`src/hdl/alu8080_pkg.sv`:
```
// shared types, command codes and flag packing for the 8080 immediate alu
package alu8080_pkg;

    typedef enum logic [2:0] {
        CMD_DCR = 3'd0,
        CMD_ANI = 3'd1,
        CMD_ADI = 3'd2,
        CMD_ACI = 3'd3,
        CMD_CPI = 3'd4
    } cmd_t;

    // flag bit positions in the packed flag byte
    localparam int unsigned FLAG_CY_BIT = 0;
    localparam int unsigned FLAG_P_BIT  = 2;
    localparam int unsigned FLAG_AC_BIT = 4;
    localparam int unsigned FLAG_Z_BIT  = 6;
    localparam int unsigned FLAG_S_BIT  = 7;

    typedef struct packed {
        logic [7:0] acc;
        logic       cy;
        logic       p;
        logic       ac;
        logic       z;
        logic       s;
    } alu_state_t;

    typedef struct packed {
        logic [7:0] result_byte;
        logic [7:0] flag_byte;
    } alu_result_t;

    function automatic logic [7:0] pack_flags(input alu_state_t st);
        logic [7:0] f;
        f = 8'h00;
        f[FLAG_CY_BIT] = st.cy;
        f[FLAG_P_BIT]  = st.p;
        f[FLAG_AC_BIT] = st.ac;
        f[FLAG_Z_BIT]  = st.z;
        f[FLAG_S_BIT]  = st.s;
        return f;
    endfunction

endpackage

```
`src/hdl/alu_8080_immediate_flags.sv`:
```
// top level of the 8080 immediate alu with accumulator, flags and output skid buffer
//
// one command per transfer: decrement (dcr), and immediate (ani), add immediate (adi),
// add with carry (aci) and compare (cpi) against an internal accumulator and five flags
// (s z ac p cy). each accepted command yields exactly one result: the result byte and
// the packed flag byte (bit7 s, bit6 z, bit4 ac, bit2 p, bit0 cy, other bits zero).
// a new command is taken every clock while in_ready is high, for a throughput of one command
// per cycle; each result is registered in the output register, or in the skid stage behind it.
// the combinational 8-bit add and flag logic updates the accumulator and flags at the input
// transfer. an output register plus a one-entry skid stage lets one more command in while a
// result waits; in_ready drops only once both are full. codes 5 to 7 change nothing and
// report the accumulator and current flags. reset clears the accumulator and all flags.
module alu_8080_immediate_flags (
    input  logic       clk,
    input  logic       rst_n,
    input  logic       in_valid,
    output logic       in_ready,
    input  logic [2:0] command,
    input  logic [7:0] operand,
    output logic       out_valid,
    input  logic       out_ready,
    output logic [7:0] result_byte,
    output logic [7:0] flag_byte
);

    // architectural state
    alu8080_pkg::alu_state_t  state_reg;
    alu8080_pkg::alu_state_t  state_next;
    alu8080_pkg::alu_result_t new_result;

    // output register and skid stage
    alu8080_pkg::alu_result_t out_data_reg;
    alu8080_pkg::alu_result_t skid_data_reg;
    logic                     out_valid_reg;
    logic                     skid_valid_reg;

    logic in_xfer;
    logic out_load;

    alu8080_core u_core (
        .command    (command),
        .operand    (operand),
        .state_cur  (state_reg),
        .state_next (state_next),
        .result     (new_result)
    );

    assign in_ready = ~skid_valid_reg;
    assign in_xfer  = in_valid & in_ready;
    // output register can take new data when empty or being drained
    assign out_load = ~out_valid_reg | out_ready;

    // accumulator and flags advance on every input transfer
    always_ff @(posedge clk or negedge rst_n)
    begin
        if (!rst_n)
        begin
            state_reg <= '0;
        end
        else if (in_xfer)
        begin
            state_reg <= state_next;
        end
    end

    // valid bits of the output register and skid stage
    always_ff @(posedge clk or negedge rst_n)
    begin
        if (!rst_n)
        begin
            out_valid_reg  <= 1'b0;
            skid_valid_reg <= 1'b0;
        end
        else if (out_load)
        begin
            out_valid_reg  <= skid_valid_reg | in_xfer;
            skid_valid_reg <= 1'b0;
        end
        else if (in_xfer)
        begin
            skid_valid_reg <= 1'b1;
        end
    end

    // payload: skid entry is older, so it moves out first
    always_ff @(posedge clk)
    begin
        if (out_load)
        begin
            if (skid_valid_reg)
            begin
                out_data_reg <= skid_data_reg;
            end
            else if (in_xfer)
            begin
                out_data_reg <= new_result;
            end
        end
        else if (in_xfer)
        begin
            skid_data_reg <= new_result;
        end
    end

    assign out_valid   = out_valid_reg;
    assign result_byte = out_data_reg.result_byte;
    assign flag_byte   = out_data_reg.flag_byte;

    // skid stage only fills behind a full output register
    a_skid_behind_out: assert property (@(posedge clk) disable iff (!rst_n)
        skid_valid_reg |-> out_valid_reg)
        else $error("skid entry held while output register empty");

    // a transfer into a stalled output lands in the skid stage
    a_stall_to_skid: assert property (@(posedge clk) disable iff (!rst_n)
        (in_xfer && out_valid_reg && !out_ready) |=> skid_valid_reg)
        else $error("stalled transfer not captured by skid stage");

    // unused flag bits stay clear on every presented result
    a_flag_pad: assert property (@(posedge clk) disable iff (!rst_n)
        out_valid |-> (flag_byte[5] == 1'b0 && flag_byte[3] == 1'b0 && flag_byte[1] == 1'b0))
        else $error("reserved flag bit set");

    // the skid stage drains whenever the output register is drained
    a_skid_drain: assert property (@(posedge clk) disable iff (!rst_n)
        (skid_valid_reg && out_ready) |=> (!skid_valid_reg && out_valid_reg))
        else $error("skid entry not moved to output register");

endmodule

```
`src/hdl/alu8080_core.sv`:
```
// combinational datapath: one alu command against the current accumulator and flags
module alu8080_core (
    input  logic [2:0]                command,
    input  logic [7:0]                operand,
    input  alu8080_pkg::alu_state_t   state_cur,
    output alu8080_pkg::alu_state_t   state_next,
    output alu8080_pkg::alu_result_t  result
);

    logic [7:0] dec_value;
    logic [7:0] and_value;
    logic       cin;
    logic [8:0] sum;
    logic [4:0] sum_low;
    logic [8:0] diff;
    logic [4:0] diff_low;
    logic [7:0] szp_value;
    logic [7:0] res_value;

    assign dec_value = operand - 8'd1;
    assign and_value = state_cur.acc & operand;
    assign cin       = (alu8080_pkg::cmd_t'(command) == alu8080_pkg::CMD_ACI) ? state_cur.cy
                                                                               : 1'b0;
    assign sum       = {1'b0, state_cur.acc} + {1'b0, operand} + {8'd0, cin};
    assign sum_low   = {1'b0, state_cur.acc[3:0]} + {1'b0, operand[3:0]} + {4'd0, cin};
    assign diff      = {1'b0, state_cur.acc} - {1'b0, operand};
    assign diff_low  = {1'b0, state_cur.acc[3:0]} - {1'b0, operand[3:0]};

    always_comb
    begin
        state_next = state_cur;
        szp_value  = state_cur.acc;
        res_value  = state_cur.acc;
        case (alu8080_pkg::cmd_t'(command))
            alu8080_pkg::CMD_DCR:
            begin
                szp_value     = dec_value;
                res_value     = dec_value;
                state_next.ac = (operand[3:0] != 4'd0);
            end
            alu8080_pkg::CMD_ANI:
            begin
                szp_value      = and_value;
                res_value      = and_value;
                state_next.acc = and_value;
                state_next.cy  = 1'b0;
                state_next.ac  = 1'b0;
            end
            alu8080_pkg::CMD_ADI, alu8080_pkg::CMD_ACI:
            begin
                szp_value      = sum[7:0];
                res_value      = sum[7:0];
                state_next.acc = sum[7:0];
                state_next.cy  = sum[8];
                state_next.ac  = sum_low[4];
            end
            alu8080_pkg::CMD_CPI:
            begin
                szp_value     = diff[7:0];
                state_next.cy = diff[8];
                state_next.ac = diff_low[4];
            end
            default:
            begin
                szp_value = state_cur.acc;
            end
        endcase
        // unused codes keep every flag, so sign, zero and parity are only set for the codes above
        if (command <= 3'(alu8080_pkg::CMD_CPI))
        begin
            state_next.z = (szp_value == 8'd0);
            state_next.s = szp_value[7];
            state_next.p = ~^szp_value;
        end
    end

    assign result.result_byte = res_value;
    assign result.flag_byte   = alu8080_pkg::pack_flags(state_next);

endmodule

```
`config.mk`:
```
export PLATFORM = sky130hd
export DESIGN_NAME = alu_8080_immediate_flags
export DESIGN_NICKNAME = d
export VERILOG_FILES = /design/src/hdl/alu8080_pkg.sv /design/src/hdl/alu_8080_immediate_flags.sv /design/src/hdl/alu8080_core.sv
export SDC_FILE = /design/constraint.sdc
export NUM_CORES = 1
export LEC_CHECK = 0
export ABC_AREA = 1
export ABC_CLOCK_PERIOD_IN_PS = 4000
export BUFFER_PORTS_ARGS = -buffer_cell sky130_fd_sc_hd__buf_2
export CAP_MARGIN = 40
export CORE_MARGIN = 2
export CORE_UTILIZATION = 35
export CTS_CLUSTER_DIAMETER = 30
export DETAILED_ROUTE_END_ITERATION = 10
export SLEW_MARGIN = 25
export SYNTH_ARGS = -nofsm -noshare
export SYNTH_HDL_FRONTEND = slang
export SYNTH_SLANG_ARGS = --single-unit
```
`constraint.sdc`:
```
create_clock -name clk -period 4 [get_ports clk]
set_input_delay 0.4 -clock clk [delete_from_list [all_inputs] [get_ports clk]]
set_output_delay 0.4 -clock clk [all_outputs]
set_load 0.02 [all_outputs]
```
==> run_results.csv <==
group,metric,value,unit
outcome,outcome,"finished clean",
critical_path,crit_type,"reg -> reg",
route,vias_per_cell,5.075,
critical_path,worstSetupStartpoint,"state_reg[4]",
critical_path,cp_cell_sequence,"nand4_1 > fa_1 > fa_1 > nor2_4 > nor2_2 > o21bai_4 > nand2_1 > nand3_1 > nand3_2 > nand4_1 > nand2_1 > ha_1 > xnor2_1 > xnor2_1 > o21ai_0 > nand2_1 > nand2_1",
critical_path,slowest_stage,"fa_1",
route,drtIter0Drc,209,
floorplan,die_w,99.98,um
clocking,clk_pin_slew_worst_paths,0.08,ns
timing,relSlewSlack,65.21,%
synthesis,synth-edff-count,26,
synthesis,ys_warn_count,0,
timing,slew_viol_final,0,
floorplan,core_area,9109,um^2
final_layout,syn_to_final_growth,9.158,%
power,powerDensity,450.6,nW/um^2
global_route,overflow,0,
timing,max_freq,0.3017,GHz
synthesis,synth_area,3224,um^2
timing,setup_viol,0,
clocking,insertion_delay,0.30,ns
final_layout,multi_input_area,1754,um^2
critical_path,critPathMaxFanout,5,
clocking,post_cts_resized,0,
place,preCtsSetupSlack,0.3798,ns
floorplan,initial_core_util,35.40,%
synthesis,syn_avg_cell_area,7.942,um^2
final_layout,final_area,3520,um^2
route,drcViolationCount,0,
global_route,grt_pass1_vias,2754,
timing,tns,0,ns
clocking,cts_tree,"done",
critical_path,required,4.06,ns
final_layout,final_cells,546,
final_layout,nNetsFinal,474,
floorplan,fp.dieH,99.98,um
timing,hold_violations,0,
route,ant_nets,0,
timing,clock_skew,0.006170,ns
power,p_leak,1.684,nW
route,wl_per_cell,14.31,um
global_route,grt_max_degree,16,
route,via_count,2771,
final_layout,ff_latch_area,1156,um^2
worst_hold_path,hold_path_class,"in -> async",
critical_path,critical_path.most_common_cell,"nand2_1",
place,gp_congestion,0.9615,
timing,worst_slew_pin_slew,0.5213,ns
timing,rsz0062_at_grt,"no",
synthesis,synth-main-ff-cell,"edfxtp_1",
timing,fin_crit_sh,82.87,%
floorplan,fp-row-count,35,
synthesis,synthCells,406,
floorplan,die-area,9996,um^2
critical_path,cpPeakStageDelay,0.44,ns
clocking,numClockSinks,41,
synthesis,synthArstFlopShare,36.59,%
timing,fin_crit,3.315,ns
global_route,grt.total_usage,16.72,%
synthesis,ys_seq_area_share,35.86,%
floorplan,io_pins,33,
place,dp_cells,538,
final_layout,drive_above_1_share,18.62,%
critical_path,cp_top_family,"adder cells",
clocking,cts-root-buf,"clkbuf_8",
synthesis,synth_cell_types,46,
critical_path,cp-start-kind,"register",
clocking,cts_setup_buffers,0,
power,peakVddDrop,0.1370,mV
critical_path,r2r-start,"state_reg[4]",
global_route,grt_pass1_wl,13.30,mm
route,wl,7.814,mm
synthesis,ys_ff_latch,41,
clocking,clock_path_buffers,2,
run,maxCapViolCount,0,
global_route,antenna_found_initial,0,
critical_path,worst-path-buf-inv,0,
clocking,htreeDepth,2,
place,dpl.hpwl,6.308,mm
final_layout,final.fill_count,956,
timing,finalWorstSetupSlack,0.6850,ns
clocking,holdBufCountCts,0,
place,placed_area,3433,um^2
timing,hold_ws,0.005497,ns
route,first_pass_iters,4,
critical_path,arrival,3.38,ns
clocking,cts_buffers,5,
final_layout,diodes,0,
place,port_buffers,29,
critical_path,endpoint_kind,"register",
==> layout make-up <==
type	instances	share of cell area (%)
clock buffers	5	1.955
clock inverters	3	0.4977
inverters	55	6.150
multi-input cells	299	49.84
flip-flops and latches	41	32.85
well taps	111	3.946
repair buffers	32	4.764
==> metal layers <==
layer	vias to the layer above	part of all wire (%)	global-route usage, %
met3	10	5.7	2.786
li1	1382	-	-
met4	0	1.8	5.374
met2	89	48	28.69
met5	-	0	0
met1	1290	45	21.53
==> synth_stat cells, types with 2 or more instances <==
library cell / count / area share (%)
inv_1: 47 / 5.5
nor2_4: 3 / 1.0
buf_4: 5 / 1.2
buf_6: 3 / 1.0
a31oi_1: 3 / 0.58
nand2_1: 117 / 14
nand3_1: 28 / 4.3
nor2_1: 25 / 2.9
o22ai_1: 3 / 0.58
fa_1: 3 / 1.9
or2_1: 2 / 0.39
buf_2: 3 / 0.47
xnor2_1: 2 / 0.54
nand3_2: 6 / 1.9
nor2_8: 2 / 1.2
a21oi_2: 4 / 1.1
edfxtp_1: 26 / 24
or2_2: 2 / 0.39
nand4_1: 12 / 2.3
o21ai_2: 2 / 0.54
a21oi_1: 23 / 3.6
o21ai_0: 14 / 2.2
inv_2: 6 / 0.70
dfrtp_1: 15 / 12
nand2_2: 2 / 0.39
nor2_2: 4 / 0.78
inv_6: 2 / 0.54
o21ai_1: 3 / 0.47
ha_1: 22 / 8.5
==> where the power goes <==
group          switching [mW]  internal [mW]
sequential             0.0564          0.545
clock                   0.149          0.120
combinational           0.459          0.256
==> worst paths after layout <==
check / end / slack [ns] / depth (start not counted)
min in group clk: out_valid / 0.35 / 3
hold / removal: state_reg[6] / 0.005 / 1
max in group asynchronous: state_reg[1] / 3.73 / 1
setup / recovery: flag_byte[2] / 0.69 / 17
setup reg to reg: flag_byte[2] / 0.69 / 17
hold reg to reg: state_reg[0] / 0.50 / 2
==> metrics by stage <==
stage	util, %	power (mW)
finish	38.64	1.586
global route	38.64	1.721
CTS	38.64	1.593
detailed placement	37.69	1.320
global placement	37.53	1.311
floorplan	-	1.158
==> cells by family (layout without fill, tap and decap cells) <==
logic type,after synthesis,in the layout,synth area share [%]
AOI/OAI and AO/OA,57,57,10.90
xor gates and xnor gates,3,3,0.8150
adders and majority gates,25,25,10.40
buffers and inverters,68,95,9.973
DFF,41,41,35.86
other,1,3,0.1163
and+or+nand+nor,211,211,31.94
==> cells in the final DEF (no fill, tap or decap), drive strengths merged, types with 3 or more instances in the layout <==
cell    synthesis  final
a21oi          27     27
a31oi           3      3
buf            12     32
clkbuf          1      5
conb            1      3
dfrtp          15     15
edfxtp         26     26
fa              3      3
ha             22     22
inv            55     55
nand2         120    120
nand3          35     35
nand4          13     13
nor2           34     34
o21ai          19     19
o22ai           3      3
or2             4      4
(Power assumes the default switching activity.)
